### src/hdl/stlbs_pkg.sv
// ----------------------------------------------------------------------------
// stlbs_pkg
// Shared types and codes for the sorted-table lower-bound search core.
// ----------------------------------------------------------------------------
`default_nettype none

package stlbs_pkg;

    localparam int ENTRY_COUNT_W = 9;
    localparam int ENTRY_INDEX_W = 8;
    localparam int VALUE_W       = 64;
    localparam int POSITION_W    = 8;

    // request codes
    localparam logic REQ_WRITE  = 1'b0;
    localparam logic REQ_SEARCH = 1'b1;

    typedef struct packed {
        logic                     req_type;
        logic [ENTRY_INDEX_W-1:0] entry_index;
        logic [VALUE_W-1:0]       entry_value;
        logic [VALUE_W-1:0]       search_key;
    } t_req;

    typedef struct packed {
        logic                  found;
        logic [POSITION_W-1:0] position;
    } t_rsp;

    typedef enum logic [1:0] {
        ST_IDLE,
        ST_FIRST,
        ST_PROBE
    } t_state;

    // controller -> datapath
    typedef struct packed {
        logic accept_write;
        logic accept_search;
        logic first;
        logic probe;
    } t_dp_cmd;

    // datapath -> controller
    typedef struct packed {
        logic count_zero;
        logic key_le_first;
        logic hit;
        logic search_end;
    } t_dp_sts;

endpackage : stlbs_pkg

`default_nettype wire

### src/hdl/stlbs_ctrl.sv
// ----------------------------------------------------------------------------
// stlbs_ctrl
// Sequencer for the search: first-entry check, then one probe per cycle.
// ----------------------------------------------------------------------------
`default_nettype none

module stlbs_ctrl import stlbs_pkg::*; (
    input  wire logic    i_clk,
    input  wire logic    i_rst_n,
    input  wire logic    i_start,
    input  wire logic    i_req_type,
    input  wire t_dp_sts i_sts,
    output logic         o_busy,
    output t_dp_cmd      o_cmd,
    output logic         o_rsp_valid
);

    t_state r_state, n_state;
    logic   r_rsp_valid, n_rsp_valid;
    logic   accept;

    assign accept = i_start & ~o_busy;

    // next state
    always_comb begin
        n_state     = r_state;
        n_rsp_valid = 1'b0;
        unique case (r_state)
            ST_IDLE: begin
                if (accept && (i_req_type == REQ_SEARCH)) begin
                    n_state = ST_FIRST;
                end
            end
            ST_FIRST: begin
                if (i_sts.count_zero || i_sts.key_le_first) begin
                    n_state     = ST_IDLE;
                    n_rsp_valid = 1'b1;
                end else begin
                    n_state = ST_PROBE;
                end
            end
            ST_PROBE: begin
                if (i_sts.hit || i_sts.search_end) begin
                    n_state     = ST_IDLE;
                    n_rsp_valid = 1'b1;
                end
            end
            default: begin
                n_state = ST_IDLE;
            end
        endcase
    end

    // outputs
    always_comb begin
        o_busy              = 1'b1;
        o_cmd.accept_write  = 1'b0;
        o_cmd.accept_search = 1'b0;
        o_cmd.first         = 1'b0;
        o_cmd.probe         = 1'b0;
        unique case (r_state)
            ST_IDLE: begin
                o_busy              = 1'b0;
                o_cmd.accept_write  = i_start && (i_req_type == REQ_WRITE);
                o_cmd.accept_search = i_start && (i_req_type == REQ_SEARCH);
            end
            ST_FIRST: begin
                o_cmd.first = 1'b1;
            end
            ST_PROBE: begin
                o_cmd.probe = 1'b1;
            end
            default: begin
                o_busy = 1'b1;
            end
        endcase
    end

    always_ff @(posedge i_clk) begin
        if (!i_rst_n) begin
            r_state     <= ST_IDLE;
            r_rsp_valid <= 1'b0;
        end else begin
            r_state     <= n_state;
            r_rsp_valid <= n_rsp_valid;
        end
    end

    assign o_rsp_valid = r_rsp_valid;

    // a result beat always lands with the sequencer back in idle
    a_rsp_in_idle: assert property (@(posedge i_clk) disable iff (!i_rst_n)
        r_rsp_valid |-> (r_state == ST_IDLE))
        else $error("result beat while search still running");

    // probing is only entered from the first-entry check or continues itself
    a_probe_entry: assert property (@(posedge i_clk) disable iff (!i_rst_n)
        (r_state == ST_PROBE) |-> ($past(r_state) == ST_FIRST || $past(r_state) == ST_PROBE))
        else $error("probe state entered out of order");

    // a search beat accepted in idle always starts with the first-entry check
    a_search_start: assert property (@(posedge i_clk) disable iff (!i_rst_n)
        o_cmd.accept_search |=> (r_state == ST_FIRST))
        else $error("accepted search did not start");

endmodule : stlbs_ctrl

`default_nettype wire

### config.mk
export PLATFORM = sky130hd
export DESIGN_NAME = stlbs_ctrl
export DESIGN_NICKNAME = d
export VERILOG_FILES = /design/src/hdl/stlbs_pkg.sv /design/src/hdl/stlbs_ctrl.sv
export SDC_FILE = /design/constraint.sdc
export NUM_CORES = 1
export LEC_CHECK = 0
export ABC_AREA = 1
export BUFFER_PORTS_ARGS = -buffer_cell sky130_fd_sc_hd__buf_2
export CAP_MARGIN = 40
export CORE_AREA = 4 4 41 43
export CTS_BUF_LIST = sky130_fd_sc_hd__clkbuf_4
export DETAILED_ROUTE_END_ITERATION = 10
export DIE_AREA = 0 0 45 47
export PLACE_DENSITY = 0.52
export SYNTH_ARGS = -nofsm -noshare
export SYNTH_HDL_FRONTEND = slang
export SYNTH_SLANG_ARGS = --single-unit
### constraint.sdc
create_clock -name i_clk -period 1.1 [get_ports i_clk]
set_clock_uncertainty 0.15 [all_clocks]
set_input_delay 0.22 -clock i_clk [delete_from_list [all_inputs] [get_ports i_clk]]
set_output_delay 0.22 -clock i_clk [all_outputs]
set_load 0.01 [all_outputs]
==> impl_metrics.toml, run 1 <==
[outcome]
run_status = "finished, violations left"
failed_checks = "setup timing"

[layout]
n_antenna_cell = 0
finish.cell_count_without_fillers = 65
filler_cell_count = 160
nNetsFinal = 62
post-route-util_pct = 29.5
proportion_of_layout_cells_with_a_drive_suffix_above_1_pct = 62.0
area.growth.synth_to_final_pct = 61.6

[flow_run]
timing.max_cap.violations = 0

[clock_network]
htree_num_levels = 1
numCtsBuffers = 3
cts.reportedPaths.clkPinSlew_ps = 40
clkLatencyLatePin_ps = 230
postCtsSetupRepairBufs = 0
ctsRootBufferMaster = "sky130_fd_sc_hd__clkbuf_4"
clock_sink_count = 3
cts-hold-fix-buffers = 0
tritoncts = "yes"
clock_tree.buffer_depth = 2

[synthesis]
synth-seq-cells = 3
postSynthNetCount = 44
synth-edff-count = 0
share_of_async_settable_or_async_resettable_flops_after_synthesis_pct = 0
synth.most_common_cell = "sky130_fd_sc_hd__nand2_1"
synth_top_cells_by_area = "sky130_fd_sc_hd__dfxtp_1, sky130_fd_sc_hd__ha_1, sky130_fd_sc_hd__nand2_1"
synth_flop_cell = "sky130_fd_sc_hd__dfxtp_1"
synth_top_cell_area_share_pct = 25.3
netlist_top_cells_count = "sky130_fd_sc_hd__nand2_1, sky130_fd_sc_hd__inv_1, sky130_fd_sc_hd__dfxtp_1, sky130_fd_sc_hd__ha_1"
syn-instance-count = 33
synth.avg_cell_area_um2 = 7.20
synth_warnings = 0
ys_types = 13
seq_total_area_yosys_pct = 25.3
post-synth-top-area-cell = "sky130_fd_sc_hd__dfxtp_1"
synth_area_um2 = 238

[power_and_ir_drop]
cellPowerDensity_nw_per_um2 = 1360
power_switching_share_pct = 30.1
comb_power_share_pct = 33.9
power_report.internal_total_w = 0.000365
ir_worst_vdd_mv = 0.515
power.share.clock_pct = 41.2
power.net_switching_w = 0.000157
power.static_leakage_nw = 0.202
power.sequential.fraction_pct = 24.9

[setup_path]
critical_path_peak_fanout = 3
worstSetupEndpointType = "output pin"
critical_path.slowest_cell = "sky130_fd_sc_hd__dfxtp_2"
critical_path_required_ps = 730
critPathMostFrequentCell = "sky130_fd_sc_hd__inv_2"
cp.arrival_ps = 1030
critical_path_class = "flip-flop to output pin"
max_stage_delay_ps = 320
critical_path.cell_chain = "inv_2 -> ha_4 -> inv_2 -> nor2_4 -> buf_6"
crit_path_start_kind = "flip-flop"

[sta]
final_period_minus_worst_setup_slack_ps = 1400
rsz_0062_raised_after_global_routing = "yes"
setup_viol = 7
period_share_pct = 127
post-route-worst-setup-slack_ps = -297
worstMarginPinSlew_ps = 135
maxClockFrequency_mhz = 716
timing.final.hold_violations = 0
maxSlewHeadroom_pct = 90.9
hold-worst-slack_ps = 82.8
fin_max_slew_vios = 0

[global_route]
pin_count_of_the_biggest_net_entering_global_routing = 5
gr-usage-all-layers_pct = 6.08
grt_pass1_vias = 240
antenna_found_initial = 0
total_congestion_overflow = 0
wire_length_of_the_first_global_routing_pass_um = 897

[die]
initial_utilization_pct = 18.3
boundaryPins = 14
die-area_um2 = 2120
die_h_um = 47
core_region_area_um2 = 1300
core.rowCount = 13
die_width_um = 45

[placement]
gpl.final_weighted_congestion = 0.605
hpwlAfterDp_um = 466
place.port_buffers = 13
place_inst = 61

[min_path]
hold_path.class = "input port to flip-flop"

[detailed_routing]
vias = 239
drt_pre_antenna_iters = 1
drtAntennaViolNets = 0
drc = 0
wirelength_um = 535
first_iter_violations = 0
route.detailed.vias_per_inst = 3.68
routed_wire_length_per_instance_um = 8.23
==> routing by layer <==
layer	routed length, µm	track usage (%)	part of all wire, %
met1	217	6.35	41
met2	282	9.60	53
met3	36	1.15	6.7
met4	0	7.02	0
met5	0	0	0
==> sequential cells by signal, indices dropped and copies added, names as in the netlist <==
signal	count
o_rsp_valid	1
r_state	2
==> power by group through the flow <==
stage	clock network [W]	logic (W)	registers, W
2_1_floorplan	0	0.000113	0.000130
3_3_place_gp	0	0.000165	0.000131
3_5_place_dp	0	0.000165	0.000132
4_1_cts	0.000229	0.000170	0.000130
5_1_grt	0.000238	0.000198	0.000132
6_report	0.000215	0.000177	0.000130
==> critical path, delay by kind of cell (launching register included) <==
| kind | cells | cell delay [ps] |
|---|---|---|
| adder cells (fa/ha/maj) | 1 | 140 |
| flip-flops | 1 | 320 |
| AND/OR/NAND/NOR | 1 | 90 |
| buffers and inverters | 3 | 230 |
==> final timing paths <==
path / startpoint / end / slack (ps) / cells past startpoint
max: r_state[1] / o_cmd[2] / -300 / 5
min: i_rst_n / r_state[1] / 80 / 3
max reg2reg: r_state[0] / r_state[1] / -20 / 5
min reg2reg: r_state[0] / r_state[0] / 340 / 2
==> cells in the final DEF, fill, tap and decap left out, drive strengths merged <==
master,count
nor2,4
inv,6
o21ai,1
dfxtp,3
clkbuf,4
nand2,11
ha,3
buf,13
a21oi,3
nand3,2
==> kinds of logic after synthesis <==
logic type                 count (synthesis)  synth area share, %
AOI/OAI and AO/OA                          4                 10.0
adders and majority gates                  3                 15.8
buffers and inverters                      6                 9.47
DFF                                        3                 25.3
and+or+nand+nor                           17                 39.5
==> what timing repair did <==
item / in CTS / in global routing
setup endpoints to repair: 7 / 8
pin swaps: 0 / 1
gates resized for setup: 1 / 1
==> stage by stage <==
stage                     setup slack (ps)  power, W  TNS (ps)  area, µm²
after floorplan                      -1.65  0.000244     -1.65        258
after global placement               -64.1  0.000297      -145        342
after detailed placement             -70.6  0.000297      -171        342
after CTS                             -315  0.000530     -1460        378
after global routing                  -345  0.000568     -1800        384
final                                 -297  0.000522     -1340        384
==> final cells by class <==
class	instances	area, µm²	area share, %
tap	15	18.8	4.89
clock buffer	4	30.0	7.82
multi-input combinational	24	173	45.0
timing repair buffer	13	77.6	20.2
inverter	6	22.5	5.86
sequential	3	62.6	16.3
(Power assumes the default switching activity.)
==> run 2: changes to the inputs <==
--- a/config.mk
+++ b/config.mk
@@ -10,8 +10,10 @@
 export CAP_MARGIN = 40
 export CORE_AREA = 4 4 41 43
 export CTS_BUF_LIST = sky130_fd_sc_hd__clkbuf_4
+export CTS_CLUSTER_DIAMETER = 200
 export DETAILED_ROUTE_END_ITERATION = 10
 export DIE_AREA = 0 0 45 47
+export GPL_TIMING_DRIVEN = 0
 export PLACE_DENSITY = 0.52
 export SYNTH_ARGS = -nofsm -noshare
 export SYNTH_HDL_FRONTEND = slang
==> constraint.sdc (replaced) <==
create_clock -name i_clk -period 1.1 [get_ports i_clk]
set_clock_uncertainty 0.15 [all_clocks]
set_input_delay 0.22 -clock i_clk [delete_from_list [all_inputs] [get_ports i_clk]]
set_output_delay 0.22 -clock i_clk [all_outputs]
set_load 0.05 [all_outputs]
==> run 2 against run 1 <==
The flow still finishes with violations (setup timing). Sequential cell count is the same. Total power increased by 48%. Utilization rose by 14 points. Wire length grew 35%. Die area is the same. Via count is 24% higher. Combinational power grew 140%. Final area rose by 49%. Critical path depth unchanged. Critical path type unchanged. Critical endpoint unchanged.
==> impl_metrics.toml, run 2 (synthesis gave the netlist of run 1 again) <==
[setup_path]
crit_path_start_kind = "flip-flop"
worstSetupEndpointType = "output pin"
max_stage_delay_ps = 350
worst-path-buf-inv = 3
cp.arrival_ps = 1120
critical_path.cell_chain = "inv_4 -> ha_4 -> inv_8 -> nor2_4 -> buf_8"
critical_path_peak_fanout = 3
critical_path.slowest_cell = "sky130_fd_sc_hd__dfxtp_4"
critical_path_class = "flip-flop to output pin"
timing.reg2reg.setup_slack_ps = -170
crit_family = "flip-flops"
critical_path_required_ps = 730

[global_route]
antenna_found_initial = 0
gr-usage-all-layers_pct = 8.21
grt_pass1_vias = 308
total_congestion_overflow = 0
pin_count_of_the_biggest_net_entering_global_routing = 5
wire_length_of_the_first_global_routing_pass_mm = 1.17

[sta]
post-route-worst-setup-slack_ps = -392
maxSlewHeadroom_pct = 92.2
setup_viol = 8
maxClockFrequency_mhz = 670
worstMarginPinSlew_ps = 117
fin_max_slew_vios = 0
rsz_0062_raised_after_global_routing = "yes"
period_share_pct = 136
final_period_minus_worst_setup_slack_ps = 1490
timing.final.hold_violations = 0

[die]
boundaryPins = 14
die_width_um = 45
die-area_um2 = 2120
initial_utilization_pct = 18.3
core.rowCount = 13
core_region_area_um2 = 1300
die_h_um = 47

[outcome]
run_status = "finished, violations left"
failed_checks = "setup timing"

[clock_network]
tritoncts = "yes"
clkLatencyLatePin_ps = 230
htree_num_levels = 1
cts.reportedPaths.clkPinSlew_ps = 40
numCtsBuffers = 3
clock_tree.buffer_depth = 2
cts-hold-fix-buffers = 0
ctsRootBufferMaster = "sky130_fd_sc_hd__clkbuf_4"
clock_sink_count = 3

[placement]
gpl.final_weighted_congestion = 0.677
place.port_buffers = 13
hpwlAfterDp_um = 457

[detailed_routing]
drtAntennaViolNets = 0
first_iter_violations = 0
route.detailed.vias_per_inst = 4.05
drc = 0
drt_pre_antenna_iters = 1
routed_wire_length_per_instance_um = 9.86
wirelength_um = 720
vias = 296

[layout]
largest_register_ff_count = 2
layout.cells.most_common_list = "sky130_fd_sc_hd__buf_2, sky130_fd_sc_hd__nand2_2, sky130_fd_sc_hd__buf_8, sky130_fd_sc_hd__buf_4"
post-route-util_pct = 43.8
proportion_of_layout_cells_with_a_drive_suffix_above_1_pct = 82.8
area.growth.synth_to_final_pct = 140
n_antenna_cell = 0
nNetsFinal = 70
layout_commonest_cell = "sky130_fd_sc_hd__buf_2"
regMostFlops = "r_state"

[flow_run]
timing.max_cap.violations = 0

[power_and_ir_drop]
power_w = 0.000771
cellPowerDensity_nw_per_um2 = 1350
power.static_leakage_nw = 0.265
ir_worst_vdd_mv = 0.547

[min_path]
hold_path.class = "input port to flip-flop"
[run 2: changes by cell type in the layout (fill, tap and decap cells not counted), sizes merged]
cell and change:
buf +8
[run 2: cell type report]
cell class                 instances  area, µm²
timing repair buffer              21        193
multi-input combinational         24        230
inverter                           6       32.5
tap                               15       18.8
clock buffer                       4       30.0
sequential                         3       66.3
fill                             133        731
[run 2: worst paths after layout]
| path | endpoint | startpoint | cells after the start |
|---|---|---|---|
| setup / recovery | o_cmd[2] | r_state[1] | 5 |
| hold / removal | r_state[0] | i_rst_n | 3 |
| setup reg to reg | r_state[1] | r_state[0] | 8 |
| hold reg to reg | r_state[1] | r_state[1] | 2 |
[run 2: tightest hold or removal path, cell delays in order]
cell	delay, ps
sky130_fd_sc_hd__buf_2	110
sky130_fd_sc_hd__inv_1	60
sky130_fd_sc_hd__a21oi_2	30
[run 2: power by group]
group	total (W)	switching, W	internal [W]
registers	0.000132	0.0000101	0.000122
clock network	0.000217	0.0000568	0.000160
logic	0.000422	0.000223	0.000198
[run 2: through the flow]
stage	setup TNS (ps)	instance area (µm²)	hold slack (ps)	instances	setup WS [ps]
after global placement	-1090	355	323	61	-261
after detailed placement	-1080	355	325	61	-261
final	-2180	571	79.7	73	-392
after global routing	-2560	571	87.2	73	-455
after CTS	-2120	504	67.3	70	-403
after floorplan	-886	272	183	33	-194
[run 2: timing repair]
item                                    CTS  global route
gates resized for setup                  24            11
endpoints found under the setup margin    9             9
pin swaps                                 5             7
buffers inserted                          5             3
[run 2: routing by layer]
layer	wire length, µm	up-vias	share of wire [%]	global-route usage, %
li1	-	151	-	-
met1	277	135	38	8.62
met2	384	8	53	12.7
met3	40	2	5.6	2.30
met4	17	0	2.4	8.77
met5	0	-	0	0
==> run 3: changes to the inputs <==
--- a/config.mk
+++ b/config.mk
@@ -6,7 +6,7 @@
 export NUM_CORES = 1
 export LEC_CHECK = 0
 export ABC_AREA = 1
-export BUFFER_PORTS_ARGS = -buffer_cell sky130_fd_sc_hd__buf_2
+export BUFFER_PORTS_ARGS = -buffer_cell sky130_fd_sc_hd__buf_4
 export CAP_MARGIN = 40
 export CORE_AREA = 4 4 41 43
 export CTS_BUF_LIST = sky130_fd_sc_hd__clkbuf_4
==> run 3 against run 2 <==
The run still ends with setup timing left. Combinational power increased by 3%. Sequential share of layout area shrank 0.91 points. Die area unchanged. Sequential cell count did not move. Register-to-register slack got worse by 20 ps. Total power increased by 0.82%.
==> impl_metrics.toml, run 3 (synthesis gave the netlist of run 1 again) <==
[clock_network]
cts-hold-fix-buffers = 0
tritoncts = "yes"
cts.reportedPaths.clkPinSlew_ps = 40
ctsRootBufferMaster = "sky130_fd_sc_hd__clkbuf_4"
numCtsBuffers = 3
clock_tree.buffer_depth = 2
clock_sink_count = 3
clkLatencyLatePin_ps = 230
htree_num_levels = 1

[placement]
placed_area_um2 = 388
pre_cts_ws_ps = -207
hpwlAfterDp_um = 491
place.port_buffers = 13
gpl.final_weighted_congestion = 0.754
place_inst = 61

[global_route]
grt_pass1_vias = 290
antenna_found_initial = 0
wire_length_of_the_first_global_routing_pass_mm = 1.09
grt_use_met2_pct = 13.0
global_route.peak_usage_layer = "met2"
pin_count_of_the_biggest_net_entering_global_routing = 5
gr-usage-all-layers_pct = 7.74
grt_use_met3_pct = 2.30
total_congestion_overflow = 0
grtUsageMet1_pct = 7.73

[layout]
n_antenna_cell = 0
area.growth.synth_to_final_pct = 151
filler_cell_count = 139
largest_register_ff_count = 2
regMostFlops = "r_state"
finish.cell_count_without_fillers = 74
post-route-util_pct = 45.8
layout_commonest_cell = "sky130_fd_sc_hd__buf_4"
nNetsFinal = 71
final_design_area_no_fill_um2 = 596
proportion_of_layout_cells_with_a_drive_suffix_above_1_pct = 86.4

[die]
die-area_um2 = 2120
core_region_area_um2 = 1300
die_width_um = 45
initial_utilization_pct = 18.3
boundaryPins = 14
die_h_um = 47
core.rowCount = 13

[power_and_ir_drop]
cellPowerDensity_nw_per_um2 = 1310
power.static_leakage_nw = 0.266
ir_worst_vdd_mv = 0.700

[sta]
timing.final.hold_violations = 0
post-route-worst-setup-slack_ps = -372
period_share_pct = 134
final_period_minus_worst_setup_slack_ps = 1470
setup_tns_ps = -2150
maxSlewHeadroom_pct = 90.7
setup_viol = 8
fin_max_slew_vios = 0
maxClockFrequency_mhz = 679
worstMarginPinSlew_ps = 139
rsz_0062_raised_after_global_routing = "yes"

[detailed_routing]
drtAntennaViolNets = 0
vias = 292
route.detailed.vias_per_inst = 3.95
first_iter_violations = 2
wirelength_um = 708
routed_wire_length_per_instance_um = 9.57
drc = 0
drt_pre_antenna_iters = 2

[setup_path]
cp.arrival_ps = 1100
critical_path_peak_fanout = 3
critical_path.cell_chain = "inv_2 -> ha_4 -> nand2_2 -> nor2_4 -> buf_6"
crit_path_start_kind = "flip-flop"
max_stage_delay_ps = 320
critical_path_class = "flip-flop to output pin"
critical_path_required_ps = 730
worstSetupEndpointType = "output pin"
critical_path.slowest_cell = "sky130_fd_sc_hd__dfxtp_2"

[outcome]
run_status = "finished, violations left"
failed_checks = "setup timing"

[flow_run]
timing.max_cap.violations = 0

[min_path]
hold_path.class = "input port to flip-flop"
==> run 3: worst paths after layout <==
check	endpoint	cells after the start	from	slack [ps]
max	o_cmd[3]	5	r_state[1]	-370
min	r_state[0]	3	i_rst_n	80
max reg2reg	r_state[0]	8	r_state[0]	-190
min reg2reg	r_state[1]	3	r_state[1]	440
==> run 3: layout make-up <==
type | instances | area (µm²) | area share, %
flip-flops and latches | 3 | 63.8 | 10.7
repair buffers | 22 | 210 | 35.3
inverters | 6 | 32.5 | 5.46
well taps | 15 | 18.8 | 3.15
clock buffers | 4 | 30.0 | 5.04
multi-input cells | 24 | 240 | 40.3
==> run 3: through the flow <==
step / hold WS (ps) / total power (W)
after floorplan: 183 / 0.000338
after global placement: 321 / 0.000409
after detailed placement: 329 / 0.000410
after CTS: 77.5 / 0.000742
after global routing: 73.2 / 0.000841
final: 83.8 / 0.000777
==> run 3: worst max-delay path, delay by kind of cell (launching register included) <==
kind / cells / cell delay, ps
flip-flops: 1 / 320
buffers and inverters: 2 / 220
adder cells (fa/ha/maj): 1 / 180
AND/OR/NAND/NOR: 2 / 150
==> run 3: repair_timing <==
| item | 4_1_cts | 5_1_grt |
|---|---|---|
| buffers inserted | 6 | 3 |
| cloned | 0 | 0 |
| resized for setup | 21 | 8 |
| endpoints found under the setup margin | 9 | 9 |
| pin swaps | 6 | 4 |
==> run 3: layer usage <==
layer / share of wire, % / vias up
met4: 0 / 0
li1: - / 153
met2: 53 / 6
met3: 3.5 / 0
met1: 43 / 133
met5: 0 / -
==> run 3: power by group <==
part	switching, W	internal (W)
combinational	0.000228	0.000206
clock	0.0000521	0.000160
sequential	0.00000934	0.000122
total	0.000289	0.000488
